File: src/rtl/sud_pkg.sv
// ----------------------------------------------------------------------------
// sud_pkg
// Shared widths and stage types for the pipelined restoring divider.
// ----------------------------------------------------------------------------
`timescale 1ns / 1ps
`default_nettype none

package sud_pkg;

    // Operand width that the array works on; the port fields stay 64 bits.
    localparam int WIDTH   = 64;
    localparam int FIELD_W = 64;
    localparam int DATA_W  = 2 * FIELD_W;

    localparam logic [WIDTH-1:0] MIN_NEG = {1'b1, {(WIDTH - 1){1'b0}}};
    localparam logic [WIDTH-1:0] ALL_ONES = {WIDTH{1'b1}};

    // Per-item facts that ride along the array untouched.
    typedef struct packed {
        logic             err;
        logic             qneg;
        logic             rneg;
        logic [WIDTH-1:0] orig;
    } t_side;

    // What one pipeline stage hands to the next.
    typedef struct packed {
        logic             vld;
        logic [WIDTH-1:0] d;
        logic [WIDTH-1:0] r;
        logic [WIDTH-1:0] nq;
        t_side            side;
    } t_stage;

endpackage

`default_nettype wire

File: src/rtl/sud_cell.sv
// ----------------------------------------------------------------------------
// sud_cell
// One restoring shift-subtract step of the divider array.
// ----------------------------------------------------------------------------
`timescale 1ns / 1ps
`default_nettype none

module sud_cell (
    input  wire logic               i_clk,
    input  wire logic               i_rst_n,
    input  wire sud_pkg::t_stage    i_stage,
    output logic                    o_ready,
    input  wire logic               i_ready,
    output sud_pkg::t_stage         o_stage
);

    logic                         r_vld;
    sud_pkg::t_stage              r_data;
    sud_pkg::t_stage              n_data;
    logic [sud_pkg::WIDTH-1:0]    shifted;
    logic [sud_pkg::WIDTH:0]      diff;
    logic                         take;

    assign o_ready = !r_vld || i_ready;

    always_comb begin
        // Bring the next dividend bit into the partial remainder. The bit
        // that falls off the top acts as the extra top bit of the compare.
        shifted = {i_stage.r[sud_pkg::WIDTH-2:0], i_stage.nq[sud_pkg::WIDTH-1]};
        diff    = {i_stage.r[sud_pkg::WIDTH-1], shifted} - {1'b0, i_stage.d};
        take    = !diff[sud_pkg::WIDTH];

        n_data    = i_stage;
        n_data.r  = take ? diff[sud_pkg::WIDTH-1:0] : shifted;
        // Quotient bits fill the low end as dividend bits leave the top.
        n_data.nq = {i_stage.nq[sud_pkg::WIDTH-2:0], take};
    end

    always_ff @(posedge i_clk) begin
        if (!i_rst_n) begin
            r_vld <= 1'b0;
        end else if (o_ready) begin
            r_vld <= i_stage.vld;
        end
        if (o_ready && i_stage.vld) begin
            r_data <= n_data;
        end
    end

    always_comb begin
        o_stage     = r_data;
        o_stage.vld = r_vld;
    end

    // For items without an error, the partial remainder stays below the divisor.
    a_rem_below_div: assert property (@(posedge i_clk) disable iff (!i_rst_n)
        (r_vld && !r_data.side.err) |-> (r_data.r < r_data.d))
        else $error("partial remainder not below divisor");

    // An item taken in shows up in this stage on the next cycle.
    a_load_shows: assert property (@(posedge i_clk) disable iff (!i_rst_n)
        (o_ready && i_stage.vld) |=> r_vld)
        else $error("accepted item lost in cell");

    // A stalled stage keeps its contents.
    a_stall_holds: assert property (@(posedge i_clk) disable iff (!i_rst_n)
        (r_vld && !i_ready) |=> (r_vld && $stable(r_data)))
        else $error("stalled cell changed");

endmodule

`default_nettype wire

File: config.mk
export PLATFORM = sky130hd
export DESIGN_NAME = sud_cell
export DESIGN_NICKNAME = d
export VERILOG_FILES = /design/src/rtl/sud_pkg.sv /design/src/rtl/sud_cell.sv
export SDC_FILE = /design/constraint.sdc
export NUM_CORES = 1
export LEC_CHECK = 0
export BUFFER_PORTS_ARGS = -buffer_cell sky130_fd_sc_hd__buf_4
export CAP_MARGIN = 20
export CORE_AREA = 2 2 206 208
export CTS_CLUSTER_DIAMETER = 50
export DETAILED_ROUTE_END_ITERATION = 8
export DIE_AREA = 0 0 208 210
export SYNTH_ARGS = -nofsm -noshare
export SYNTH_HDL_FRONTEND = slang
export SYNTH_SLANG_ARGS = --single-unit
export TNS_END_PERCENT = 100
File: constraint.sdc
create_clock -name i_clk -period 10.07 [get_ports i_clk]
set_input_delay 0.5035 -clock i_clk [delete_from_list [all_inputs] [get_ports i_clk]]
set_output_delay 0.5035 -clock i_clk [all_outputs]
set_load 0.01 [all_outputs]
==> impl_metrics.yaml <==
outcome:
  status: "completed"
grt:
  grt_pass1_wl_mm: 67.30
  grtUsageTotal_pct: 20.62
  grt_overflow_total: 0
  grt_max_degree: 74
  grt_pass1_vias: 10300
  antenna_found_initial: 2
yosys:
  yosysUniqueCellTypes: 61
  yosysSeqAreaShare_pct: 60.07
  synth_warnings: 0
  synth_flop_cell: "edfxtp_1"
  synth_edf_count: 259
  syn_inst: 981
  async_flop_share_pct: 0
  ys_top_cells_by_count: "edfxtp_1 (259), inv_1 (82), a21oi_1 (79)"
  synth_area_sq_um: 12980
  ys_ff_latch: 260
  syn-num-nets: 1309
  yosys.cell_count.top_type: "edfxtp_1"
  synthTopCellsByArea: "edfxtp_1 (60%), mux2_4 (6.8%), ha_1 (6.2%)"
  avgSynthCellArea_sq_um: 13.23
  yosysTopAreaCell: "edfxtp_1"
  synth_top_area_share_pct: 59.91
drt:
  routed_via_density: 4.950
  drt-total-wl_mm: 46.99
  wire_per_inst_um: 22.63
  drt_first_pass_iters: 5
  drc: 0
  drt_iter0_drc: 665
  vias: 10280
  ant_nets: 0
worst_setup_path:
  crit_path_frequent_cell: "buf_4"
  startpoint: "i_stage[130]"
  critPathMaxFanout: 34
  endpoint_kind: "flop"
  crit_required_ns: 10.36
  crit_type: "input pin to flop"
  slowest_delay_ns: 0.65
  crit_slowest_cell: "buf_4"
  startpoint_type: "input pin"
  arrival_ns: 4.65
  crit_chain: "buf_4 > inv_1 > ha_1 > fa_1 > nor2b_1 > o211ai_1 > a31o_2 > o21ai_1 > a41oi_2 > a21o_1 > a21oi_2 > o21ba_2 > nor3_4 > inv_4 > buf_4 > mux2_4"
  timing.rr.start: "r_vld"
layout:
  area_growth_syn_to_layout_pct: 44.00
  fin_nets: 1836
  drive_gt1_share_pct: 43.14
  fillerInstances: 3877
  diodes: 0
die:
  die_width_um: 208
  initial_core_util_pct: 31.30
  core_area_sq_um: 41480
  die_h_um: 210
  die_area_sq_um: 43680
  io_pins: 524
  rows: 75
timing:
  setup_viol: 0
  slew_viol_final: 0
  slew_headroom_pct: 30.83
  tightest_slew_ns: 1.038
  finalCritPeriodShare_pct: 43.29
  max_freq_mhz: 229.4
  fin_tns_setup_ns: 0
  finalHoldViolations: 0
  whs_ns: 0.1150
  min_period_ns: 4.360
  grt_setup_unrepaired: "no"
  finClkSkew_ns: 0.01889
power:
  ir_worst_vdd_mv: 0.1105
  combinationalPowerShare_pct: 21.1
  netSwitchingPower_uw: 941.5
  p_per_area_nw_per_um2: 181.9
  power_leakage_uw: 0.008212
  intPower_uw: 2459
  pwr-share-seq_pct: 39.0
  netSwitchingFraction_pct: 27.69
  p_clk_share_pct: 39.8
clock_tree:
  cts.clk_slew.worst_paths_ns: 0.07
  cts_sinks: 260
  cts_root_buf: "clkbuf_16"
  cts_buffer_depth: 3
  cts_buffers: 38
  worstSkewPairLatency_ns: 0.55
  tritoncts: "built"
  post_cts_buffers: 0
  htreeDepth: 2
  cts.hold.buffers_added: 0
  cts_resized: 0
job:
  drv_cap: 0
hold_path:
  worstHoldStart: "i_stage[41]"
  min_path_type: "input pin to flop"
place:
  hpwl_mm: 37.46
  portBuffers: 523
  place_congestion: 0.8860
## layout by cell type, fill, tap and decap left out, types with 10 or more instances in the layout
cell	count
nor3_1	15
clkbuf_16	39
mux2_4	59
a21oi_1	79
nor2_1	29
nand4_1	19
nand2_1	55
buf_4	527
edfxtp_1	259
ha_1	64
a21o_1	31
o21bai_1	10
xnor2_1	34
a211oi_1	11
inv_1	82
a31oi_1	13
o21ai_0	39
xor2_1	26
nand3_1	15
## metrics by stage
step	utilization [%]	total power [uW]	area [sq um]	std cells	worst slack (ns)
2_1_floorplan	-	1761	12980	981	2.811
3_3_place_gp	41.96	2065	17410	2007	5.200
3_5_place_dp	41.96	2072	17410	2007	5.103
4_1_cts	45.07	3441	18690	2076	5.662
5_1_grt	45.07	3533	18690	2076	5.429
6_report	45.07	3400	18690	2076	5.711
## critical path: cells and delay by family
kind / cells / cell delay [ns]
AOI/OAI and AO/OA: 7 / 1.55
and+or+nand+nor: 2 / 0.29
buffers and inverters: 4 / 1.20
muxes: 1 / 0.35
adders and majority gates: 2 / 0.68
## cells by family (layout without fill, tap and decap cells)
logic type | after synthesis | after routing | synth area share (%)
compound gates | 233 | 233 | 11.53
xor+xnor | 60 | 60 | 4.048
flops | 260 | 260 | 60.07
mux | 65 | 65 | 7.316
simple gates | 175 | 175 | 6.689
buf+inv | 123 | 679 | 4.029
fa+ha+maj | 65 | 65 | 6.323
## path summary, 6_finish.rpt
kind | endpoint | slack, ns | cells past startpoint
worst max-delay path | o_stage[150] | 5.71 | 16
worst min-delay path | o_stage[41] | 0.11 | 1
worst max register to register | o_stage[209] | 6.71 | 4
worst min register to register | r_vld | 0.63 | 2
## per-layer routing
layer | vias to the layer above | routed length (um) | track usage, %
met3 | 59 | 3232 | 5.378
met4 | 4 | 1142 | 5.723
li1 | 4749 | - | -
met2 | 440 | 24740 | 37.75
met1 | 5025 | 17850 | 23.73
met5 | - | 26 | 0
## state kept, by name, indices dropped and copies added (netlist names)
signal	cells
r_vld	1
o_stage	259
## power by group through the flow
| stage | clock [uW] | sequential [uW] | combinational [uW] |
|---|---|---|---|
| floorplan | 0 | 1400 | 356 |
| global placement | 0 | 1350 | 717 |
| detailed placement | 0 | 1350 | 723 |
| CTS | 1390 | 1330 | 725 |
| global route | 1430 | 1330 | 772 |
| finish | 1350 | 1330 | 719 |
## area by class of cell
cell class	count	area, sq um	share of cell area [%]
Sequential cell	260	7797	41.71
Clock buffer	40	979.7	5.241
Timing Repair Buffer	527	3956	21.16
Multi-Input combinational cell	598	4663	24.95
Inverter	83	314.1	1.680
Clock inverter	29	307.8	1.647
Tap cell	539	674.4	3.608
No activity file was read; power rests on OpenSTA's default activity.
