### src/rtl/sud_pkg.sv
// ----------------------------------------------------------------------------
// sud_pkg
// Shared widths and stage types for the pipelined restoring divider.
// ----------------------------------------------------------------------------
`timescale 1ns / 1ps
`default_nettype none

package sud_pkg;

    // Operand width that the array works on; the port fields stay 64 bits.
    localparam int WIDTH   = 64;
    localparam int FIELD_W = 64;
    localparam int DATA_W  = 2 * FIELD_W;

    localparam logic [WIDTH-1:0] MIN_NEG = {1'b1, {(WIDTH - 1){1'b0}}};
    localparam logic [WIDTH-1:0] ALL_ONES = {WIDTH{1'b1}};

    // Per-item facts that ride along the array untouched.
    typedef struct packed {
        logic             err;
        logic             qneg;
        logic             rneg;
        logic [WIDTH-1:0] orig;
    } t_side;

    // What one pipeline stage hands to the next.
    typedef struct packed {
        logic             vld;
        logic [WIDTH-1:0] d;
        logic [WIDTH-1:0] r;
        logic [WIDTH-1:0] nq;
        t_side            side;
    } t_stage;

endpackage

`default_nettype wire

### src/rtl/sud_prep.sv
// ----------------------------------------------------------------------------
// sud_prep
// Input stage: error detection, operand magnitudes and sign bookkeeping.
// ----------------------------------------------------------------------------
`timescale 1ns / 1ps
`default_nettype none

module sud_prep (
    input  wire logic                          i_clk,
    input  wire logic                          i_rst_n,
    input  wire logic                          i_valid,
    output logic                               o_ready,
    input  wire logic [sud_pkg::FIELD_W-1:0]   i_dividend,
    input  wire logic [sud_pkg::FIELD_W-1:0]   i_divisor,
    input  wire logic                          i_mode,
    input  wire logic                          i_ready,
    output sud_pkg::t_stage                    o_stage
);

    logic                         r_vld;
    sud_pkg::t_stage              r_data;
    sud_pkg::t_stage              n_data;
    logic [sud_pkg::WIDTH-1:0]    n_val;
    logic [sud_pkg::WIDTH-1:0]    d_val;
    logic                         nneg;
    logic                         dneg;

    assign o_ready = !r_vld || i_ready;

    always_comb begin
        n_val = i_dividend[sud_pkg::WIDTH-1:0];
        d_val = i_divisor[sud_pkg::WIDTH-1:0];
        nneg  = i_mode && n_val[sud_pkg::WIDTH-1];
        dneg  = i_mode && d_val[sud_pkg::WIDTH-1];

        n_data           = '0;
        n_data.vld       = 1'b1;
        n_data.side.err  = (d_val == '0) ||
                           (i_mode && n_val == sud_pkg::MIN_NEG &&
                            d_val == sud_pkg::ALL_ONES);
        n_data.side.qneg = nneg ^ dneg;
        n_data.side.rneg = nneg;
        n_data.side.orig = n_val;
        n_data.d         = dneg ? (-d_val) : d_val;
        n_data.nq        = nneg ? (-n_val) : n_val;
        n_data.r         = '0;
    end

    always_ff @(posedge i_clk) begin
        if (!i_rst_n) begin
            r_vld <= 1'b0;
        end else if (o_ready) begin
            r_vld <= i_valid;
        end
        if (o_ready && i_valid) begin
            r_data <= n_data;
        end
    end

    always_comb begin
        o_stage     = r_data;
        o_stage.vld = r_vld;
    end

endmodule

`default_nettype wire

### config.mk
export PLATFORM = sky130hd
export DESIGN_NAME = sud_prep
export DESIGN_NICKNAME = d
export VERILOG_FILES = /design/src/rtl/sud_pkg.sv /design/src/rtl/sud_prep.sv
export SDC_FILE = /design/constraint.sdc
export NUM_CORES = 1
export LEC_CHECK = 0
export CORE_MARGIN = 2
export CORE_UTILIZATION = 40
export DETAILED_ROUTE_END_ITERATION = 10
export DONT_BUFFER_PORTS = 1
export HOLD_SLACK_MARGIN = 0.06
export PLACE_DENSITY = 0.66
export SLEW_MARGIN = 20
export SYNTH_ARGS = -nofsm -noshare
export SYNTH_HDL_FRONTEND = slang
export SYNTH_SLANG_ARGS = --single-unit
### constraint.sdc
create_clock -name i_clk -period 11.72 [get_ports i_clk]
set_clock_uncertainty 0.1 [all_clocks]
set_input_delay 2.344 -clock i_clk [delete_from_list [all_inputs] [get_ports i_clk]]
set_output_delay 2.344 -clock i_clk [all_outputs]
set_load 0.005 [all_outputs]
==> impl_metrics.env <==
export IMPL_status="finished, final reports clean"
export IMPL_synth_xor_area_share_pct=11.1
export IMPL_drv_slew=0
export IMPL_final_core_util_pct=44.2
export IMPL_dieWidth_um=160
export IMPL_hp_class="flop to flop"
export IMPL_synth_fa_ha_area_share_pct=0.388
export IMPL_post_cts_buffers=0
export IMPL_drtIter0Drc=434
export IMPL_synthToLayoutAreaGrowth_pct=7.70
export IMPL_ys_ff_latch=195
export IMPL_clk_latency_ns=0.42
export IMPL_antenna_found_initial=0
export IMPL_synthMuxAreaShare_pct=0
export IMPL_htree_num_levels=4
export IMPL_crit_buf_inv=0
export IMPL_antennaDiodeCount=0
export IMPL_syn_inst=755
export IMPL_max_stage_delay_ns=0.16
export IMPL_seq_area_frac_synth_pct=60.4
export IMPL_vias=5972
export IMPL_globalplace_congestion=0.798
export IMPL_fmax_ghz=0.202
export IMPL_port_buffers=0
export IMPL_synth_area_per_cell_um2=12.8
export IMPL_wl_mm=25.8
export IMPL_clk_path_buf_depth=2
export IMPL_fin_nets=898
export IMPL_critPathRequiredTime_ns=9.28
export IMPL_power_leakage_nw=3.63
export IMPL_initial_core_util_pct=41.0
export IMPL_avgViaCountPerCell=5.46
export IMPL_yosysUniqueCellTypes=52
export IMPL_wire_per_inst_um=23.6
export IMPL_max_cap_viol_count=0
export IMPL_grt_pass1_wl_mm=37.2
export IMPL_ant_nets=0
export IMPL_root_buffer="clkbuf_16"
export IMPL_rsz0062_at_grt="no"
export IMPL_slew_headroom_pct=27.0
export IMPL_fp_coreArea_um2=23600
export IMPL_p_per_area_nw_per_um2=152
export IMPL_worstMarginPinSlew_ns=1.09
export IMPL_gr_total_overflow=0
export IMPL_cp_max_fo=3
export IMPL_io_pins=394
export IMPL_syn_cell_area_um2=9680
export IMPL_ctsResizeCount=0
export IMPL_crit_type="primary input to output pin"
export IMPL_clkTransAtPathRegs_ns=0.07
export IMPL_synth_edf_count=194
export IMPL_dpl_hpwl_mm=19.4
export IMPL_synth_compound_area_share_pct=7.17
export IMPL_grt_max_degree=85
export IMPL_crit_path_top_delay_cell="nand2b_1"
export IMPL_fin_crit_sh_pct=42.3
export IMPL_first_pass_iters=5
export IMPL_cp_top_family="simple AND/OR/NAND/NOR gates"
export IMPL_ir_drop_v=0.000104
export IMPL_finalSetupViolCount=0
export IMPL_cp_cell_sequence="nand2b_1"
export IMPL_grt_pass1_vias=5721
export IMPL_synthArstFlopShare_pct=0
export IMPL_dieArea_um2=25500
export IMPL_final_cell_mix="194 x edfxtp_1, 84 x xor2_1, 64 x conb_1"
export IMPL_period_needed_ns=4.95
export IMPL_rows=56
export IMPL_cts_tree="yes"
export IMPL_numCtsBuffers=17
export IMPL_startpoint_type="primary input"
export IMPL_fin_setup_tns_ns=0
export IMPL_critPathArrivalTime_ns=2.51
export IMPL_die_h_um=160
export IMPL_cts_sinks=195
export IMPL_cts_hold_buffers=0
export IMPL_synthFlopType="edfxtp_1"
export IMPL_finalHoldViolations=0
export IMPL_endpoint_kind="output pin"
export IMPL_grt_usage_pct=19.5
export IMPL_ys_warnings_count=0
export IMPL_synth_top_family_by_area="simple AND/OR/NAND/NOR gates"
export IMPL_post_route_drc_count=0
export IMPL_drive_gt1_share_pct=9.04
export IMPL_synthSimpleGateAreaFrac_pct=14.3
export IMPL_layout_commonest_cell="edfxtp_1"
==> final timing paths <==
| check | from | to | slack [ns] | depth (start not counted) |
|---|---|---|---|---|
| setup / recovery | i_ready | o_ready | 6.77 | 1 |
| hold / removal | r_vld$_SDFFE_PN0N_ | r_vld$_SDFFE_PN0N_ | 0.49 | 2 |
| setup reg to reg | r_vld$_SDFFE_PN0N_ | o_stage[56]$_DFFE_PP_ | 9.26 | 3 |
| hold reg to reg | r_vld$_SDFFE_PN0N_ | r_vld$_SDFFE_PN0N_ | 0.49 | 2 |
==> report_power, final <==
part | internal, W | switching [W] | total, W
clock | 0.000325 | 0.000285 | 0.000611
combinational | 0.0000371 | 0.0000644 | 0.000102
sequential | 0.000835 | 0.0000324 | 0.000868
total | 0.00120 | 0.000382 | 0.00158
==> cells in the mapped netlist, types with 13 or more instances <==
cell,number,area [µm²]
nor2_1,58,218
a21oi_1,44,220
xor2_1,84,736
nor4_1,25,156
nand2_1,27,101
nand4_1,22,138
a31oi_1,26,163
inv_1,20,75.1
buf_4,67,503
o21ai_0,13,65.1
xnor2_1,39,342
nor3_1,28,140
edfxtp_1,194,5830
==> registers in the layout (all words and copies together), names as in the netlist <==
register / flops
r_vld: 1
o_stage: 194
==> per-stage QoR <==
stage | cells | hold slack [ns] | setup WS (ns) | power [W] | area [µm²]
finish | 1093 | 0.493 | 6.77 | 0.00158 | 10400
global route | 1093 | 0.521 | 6.76 | 0.00164 | 10400
CTS | 1093 | 0.500 | 6.76 | 0.00160 | 10400
detailed placement | 1062 | 0.491 | 6.76 | 0.000987 | 9810
global placement | 1062 | 0.476 | 6.71 | 0.000984 | 9800
floorplan | 818 | 0.421 | 4.11 | 0.000970 | 9920
==> layer usage <==
| layer | vias up | wire length, µm | GRT usage (%) |
|---|---|---|---|
| met1 | 2883 | 8920 | 20.6 |
| met3 | 22 | 2610 | 7.42 |
| met5 | - | 0 | 0 |
| li1 | 2700 | - | - |
| met2 | 367 | 13800 | 35.9 |
| met4 | 0 | 484 | 5.95 |
==> final cells by class <==
cell class | count | area (µm²)
clock buffers | 17 | 425
clock inverters | 14 | 183
fillers | 2151 | 13200
inverters | 20 | 75.1
multi-input cells | 522 | 3450
flip-flops and latches | 195 | 5850
well taps | 319 | 399
repair buffers | 6 | 45.0
==> kinds of logic (layout without fill, tap and decap cells) <==
| family | count (synthesis) | count (layout) |
|---|---|---|
| AND/OR/NAND/NOR | 224 | 224 |
| flip-flops | 195 | 195 |
| XOR/XNOR | 123 | 123 |
| AO/OA/AOI/OAI | 108 | 108 |
| buffers and inverters | 101 | 57 |
| adder cells (fa/ha/maj) | 3 | 3 |
| other | 1 | 64 |
==> tightest hold or removal path: cells and delay by family, from the launching register on <==
| family | cells | cell delay [ns] |
|---|---|---|
| and+or+nand+nor | 1 | 0.13 |
| AOI/OAI and AO/OA | 1 | 0.09 |
| DFF | 1 | 0.33 |
Power figures use the tool's default switching activity.
