===== src/rtl/sud_pkg.sv =====
// ----------------------------------------------------------------------------
// sud_pkg
// Shared widths and stage types for the pipelined restoring divider.
// ----------------------------------------------------------------------------
`timescale 1ns / 1ps
`default_nettype none

package sud_pkg;

    // Operand width that the array works on; the port fields stay 64 bits.
    localparam int WIDTH   = 64;
    localparam int FIELD_W = 64;
    localparam int DATA_W  = 2 * FIELD_W;

    localparam logic [WIDTH-1:0] MIN_NEG = {1'b1, {(WIDTH - 1){1'b0}}};
    localparam logic [WIDTH-1:0] ALL_ONES = {WIDTH{1'b1}};

    // Per-item facts that ride along the array untouched.
    typedef struct packed {
        logic             err;
        logic             qneg;
        logic             rneg;
        logic [WIDTH-1:0] orig;
    } t_side;

    // What one pipeline stage hands to the next.
    typedef struct packed {
        logic             vld;
        logic [WIDTH-1:0] d;
        logic [WIDTH-1:0] r;
        logic [WIDTH-1:0] nq;
        t_side            side;
    } t_stage;

endpackage

`default_nettype wire


===== src/rtl/sud_post.sv =====
// ----------------------------------------------------------------------------
// sud_post
// Output stage: sign fix-up, error substitution and the output register.
// ----------------------------------------------------------------------------
`timescale 1ns / 1ps
`default_nettype none

module sud_post (
    input  wire logic                          i_clk,
    input  wire logic                          i_rst_n,
    input  wire sud_pkg::t_stage               i_stage,
    output logic                               o_ready,
    input  wire logic                          i_ready,
    output logic                               o_valid,
    output logic [sud_pkg::FIELD_W-1:0]        o_quotient,
    output logic [sud_pkg::FIELD_W-1:0]        o_remainder,
    output logic                               o_error
);

    logic                         r_vld;
    logic [sud_pkg::WIDTH-1:0]    r_quo;
    logic [sud_pkg::WIDTH-1:0]    r_rem;
    logic                         r_err;
    logic [sud_pkg::WIDTH-1:0]    n_quo;
    logic [sud_pkg::WIDTH-1:0]    n_rem;

    assign o_ready = !r_vld || i_ready;

    always_comb begin
        if (i_stage.side.err) begin
            n_quo = sud_pkg::ALL_ONES;
            n_rem = i_stage.side.orig;
        end else begin
            n_quo = i_stage.side.qneg ? (-i_stage.nq) : i_stage.nq;
            n_rem = i_stage.side.rneg ? (-i_stage.r) : i_stage.r;
        end
    end

    always_ff @(posedge i_clk) begin
        if (!i_rst_n) begin
            r_vld <= 1'b0;
        end else if (o_ready) begin
            r_vld <= i_stage.vld;
        end
        if (o_ready && i_stage.vld) begin
            r_quo <= n_quo;
            r_rem <= n_rem;
            r_err <= i_stage.side.err;
        end
    end

    assign o_valid     = r_vld;
    assign o_quotient  = sud_pkg::FIELD_W'(r_quo);
    assign o_remainder = sud_pkg::FIELD_W'(r_rem);
    assign o_error     = r_err;

endmodule

`default_nettype wire


===== config.mk =====
export PLATFORM = sky130hd
export DESIGN_NAME = sud_post
export DESIGN_NICKNAME = d
export VERILOG_FILES = /design/src/rtl/sud_pkg.sv /design/src/rtl/sud_post.sv
export SDC_FILE = /design/constraint.sdc
export NUM_CORES = 1
export LEC_CHECK = 0
export BUFFER_PORTS_ARGS = -buffer_cell sky130_fd_sc_hd__buf_2
export CAP_MARGIN = 20
export CORE_AREA = 5 5 149 151
export DETAILED_ROUTE_END_ITERATION = 7
export DIE_AREA = 0 0 154 156
export PLACE_DENSITY = 0.7
export SYNTH_ARGS = -nofsm -noshare
export SYNTH_HDL_FRONTEND = slang
export SYNTH_SLANG_ARGS = --single-unit
export TNS_END_PERCENT = 10

===== constraint.sdc =====
create_clock -name i_clk -period 5.1 [get_ports i_clk]
set_input_delay 0.255 -clock i_clk [delete_from_list [all_inputs] [get_ports i_clk]]
set_output_delay 0.255 -clock i_clk [all_outputs]
set_load 0.05 [all_outputs]

==> impl_summary.log <==
INFO  metric post_synth_num_cell_types = 62
INFO  metric leakage = 4.27 nW
INFO  metric drv.max_cap_violation_count = 0
INFO  metric critical_path.reg2reg.startpoint = o_valid
INFO  metric post-synth-top-area-fraction = 44.8%
INFO  metric reg2reg_to = o_remainder[40]
INFO  metric fmaxAchievable = 350 MHz
INFO  metric critPathKind = input port to flop
INFO  metric timing.hold.worst_path_depth = 2
INFO  metric totalNegativeSetupSlack = 0 ps
INFO  metric min_path_type = input port to flop
INFO  metric synth-seq-cells = 130
INFO  metric cp_num_buf_inv = 1
INFO  metric nFillCells = 1936
INFO  metric report.final.slew_viol_count = 0
INFO  metric placement.cell_area = 10500 um^2
INFO  metric report.final.hold_viol_count = 0
INFO  metric firstDrtPassIters = 6
INFO  metric worst_r2r_path_depth = 3
INFO  metric clock-root-buffer = sky130_fd_sc_hd__clkbuf_16
INFO  metric post_drt_wl_per_cell = 19.6 um
INFO  metric worst-path-stages = 6
INFO  metric yosysWarningCount = 0
INFO  metric postLayoutCellArea = between 10000 and 15000 um^2
INFO  metric place.detailed.instances = 1456
INFO  metric fp.dieArea = approximately 24000 um^2
INFO  metric core_rows = 53
INFO  metric final_antenna_violating_net_count = 0
INFO  metric num_io_pins = 394
INFO  metric hold_ws = 104 ps
INFO  metric post_synthesis_net_count = 1164
INFO  metric hold_start = i_rst_n
INFO  metric synth_top_area_cells = sky130_fd_sc_hd__edfxtp_1 (45%), sky130_fd_sc_hd__xor2_1 (5.0%), sky130_fd_sc_hd__nand2_1 (3.7%)
INFO  metric die_width = approximately 150 um
INFO  metric synthCells = 899
INFO  metric tot_gr_track_use = 22.9%
INFO  metric fin_worst_skew = 15.0 ps
INFO  metric cts_made_buffers = 17
INFO  metric cp_top_family = simple AND/OR/NAND/NOR gates
INFO  metric total_core_area = 20700 um^2
INFO  metric finish.net_count = 1466
INFO  metric critPathMaxStageDelay = 790 ps
INFO  metric tritoncts_num_sinks = 130
INFO  metric ir_drop = 0.228 mV
INFO  metric route.detailed.drc = 0
INFO  metric worst_hold_path.endpoint = o_valid
INFO  metric crit_path_start_kind = input port
INFO  metric pwr-share-comb = 23.3%
INFO  metric worstSetupEndpointType = flop
INFO  metric largest_net_degree_at_the_start_of_global_routing = 86
INFO  metric switching_share = 33.4%
INFO  metric wire_length_of_the_first_global_routing_pass = around 44000 um
INFO  metric synth_largest_area_cell = sky130_fd_sc_hd__edfxtp_1
INFO  metric vias_in_the_first_global_route = 7896
INFO  metric synth_edf_count = 129
INFO  metric crit_chain = buf_2 -> nor4_1 -> nand4_1 -> o21ai_0 -> a21boi_0 -> o31ai_1
INFO  metric final_min_period_over_clock_period = 56.1%
INFO  metric synthesis.area = 8650 um^2
INFO  metric die_h = 156 um
INFO  metric cts_htree_levels = 4
INFO  metric setup_violations = 0
INFO  metric globalRouteOverflowTotal = 0
INFO  metric grt_setup_unrepaired = false
INFO  metric relSlewSlack = between 30% and 40%
INFO  metric cts_tree = yes
INFO  metric dr.first_iter.drc_count = 796
INFO  metric worst-endpoint-required = about 5300 ps
INFO  metric p_switching = 1.09 mW
INFO  metric finalWeightedCongestion = approximately 0.85
INFO  metric slowest_stage = sky130_fd_sc_hd__nand4_1
INFO  metric worst_pin_slew = roughly 1000 ps
INFO  metric timing.critical_path.fanout_max = 13
INFO  metric outcome = finished, final reports clean
INFO  metric buffer_ports.inserted = 329
INFO  metric detailedPlacementHpwl = 21500 um
INFO  metric layout_min_cycle_time = 2860 ps
INFO  metric clkLatencyLatePin = roughly 430 ps
INFO  metric drive_above_1_share = between 30 and 40%
INFO  metric sequentialPowerShare = 39.6%
INFO  metric seq_area_frac_synth = 45.0%
INFO  metric clock_power_share = between 30 and 40%
INFO  metric antenna_found_initial = 2
INFO  metric worst_ep_arrival_time = 3100 ps
INFO  metric avgSynthCellArea = 9.62 um^2
INFO  metric area.growth.synth_to_final = 27.7%
INFO  metric route.final.wire_length = a little under 30000 um
INFO  metric cts-root-to-sink-buffers = 2
INFO  metric final_common_cell = sky130_fd_sc_hd__buf_2
INFO  metric number_of_post_cts_setup_repair_buffers = 0
INFO  metric vias = about 8700
INFO  metric vias_per_cell = a little under 6
INFO  metric async_reset_ff_share = 0%
INFO  metric clk_transition_reported_paths = 60 ps
INFO  metric worst-r2r-setup-slack = 2860 ps
INFO  metric ctsHoldBuffers = 0
INFO  metric cts_resized = 0
INFO  metric synth_flop_cell = sky130_fd_sc_hd__edfxtp_1
INFO  metric initial_cell_density_of_the_core = 41.8%
INFO  metric power_density = slightly below 300 nW/um^2
INFO  metric final_cells = 1492
INFO  metric power_report.internal_total = between 2 and 2.5 mW
INFO  metric top_library_cells_by_usage_in_the_layout_fill_and_taps_aside = sky130_fd_sc_hd__buf_2 (328), sky130_fd_sc_hd__edfxtp_1 (129), sky130_fd_sc_hd__nand2_1 (85)
==> registers in the layout, summed over array words and instances (netlist names) <==
| signal | flops |
|---|---|
| o_quotient | 64 |
| o_valid | 1 |
| o_error | 1 |
| o_remainder | 64 |
==> worst max path at each step <==
stage,from,endpoint
2_1_floorplan,o_valid,o_error
3_3_place_gp,i_stage[137],o_remainder[52]
3_5_place_dp,i_stage[137],o_remainder[56]
4_1_cts,i_stage[137],o_remainder[52]
5_1_grt,i_stage[143],o_remainder[46]
6_report,i_stage[143],o_remainder[42]
==> layer usage <==
layer	share of wire [%]	vias up	global-route usage (%)
li1	-	4123	-
met1	42	4099	31.5
met2	47	408	36.2
met3	7.9	58	4.13
met4	2.7	0	8.58
met5	0	-	0
==> cell families (layout without fill, tap and decap cells) <==
kind of cell    Yosys count  count (layout)  synth area share [%]
xor+xnor                 68              68                  6.89
flops                   130             130                  45.0
buf+inv                  77             392                  4.06
compound gates          208             208                  16.6
fa+ha+maj                 2               2                 0.289
simple gates            387             387                  23.8
mux                      27              27                  3.31
other cells               0               3                     0
==> area by class of cell <==
class | count | area, um^2 | area share (%)
clock inverters | 15 | 148 | 1.34
repair buffers | 342 | 1750 | 15.8
multi-input cells | 692 | 4410 | 40.0
flip-flops and latches | 130 | 3890 | 35.3
diodes | 3 | 7.51 | 0.0680
well taps | 275 | 344 | 3.12
inverters | 18 | 67.6 | 0.612
clock buffers | 17 | 425 | 3.85
==> cells in the mapped netlist, types with 11 or more instances <==
library cell	instances
sky130_fd_sc_hd__xor2_1	49
sky130_fd_sc_hd__clkbuf_1	45
sky130_fd_sc_hd__nor2b_1	11
sky130_fd_sc_hd__and3_1	15
sky130_fd_sc_hd__a21oi_1	30
sky130_fd_sc_hd__o31ai_1	31
sky130_fd_sc_hd__nand3_1	29
sky130_fd_sc_hd__nor4_1	36
sky130_fd_sc_hd__mux2i_1	14
sky130_fd_sc_hd__mux2_2	13
sky130_fd_sc_hd__xnor2_1	19
sky130_fd_sc_hd__or3_1	24
sky130_fd_sc_hd__nand2_1	85
sky130_fd_sc_hd__o21ai_0	58
sky130_fd_sc_hd__nor2_1	68
sky130_fd_sc_hd__nand4_1	21
sky130_fd_sc_hd__nor3_1	38
sky130_fd_sc_hd__or4_1	19
sky130_fd_sc_hd__o41ai_1	28
sky130_fd_sc_hd__edfxtp_1	129
sky130_fd_sc_hd__inv_1	17
==> through the flow <==
step           util [%]  setup slack (ps)  power (mW)
6_report           53.4              2240        3.27
5_1_grt            53.4              2010        3.40
4_1_cts            53.3              2190        3.30
3_5_place_dp       50.5              1710        2.08
3_3_place_gp       50.5              1830        2.07
2_1_floorplan         -               592        1.83
==> power by group through the flow <==
stage | registers [mW] | logic [mW] | clock network, mW
floorplan | 1.59 | 0.241 | 0
global placement | 1.32 | 0.749 | 0
detailed placement | 1.32 | 0.760 | 0
finish | 1.29 | 0.762 | 1.21
global route | 1.30 | 0.811 | 1.29
CTS | 1.30 | 0.762 | 1.24
No activity file was read; power rests on OpenSTA's default activity.
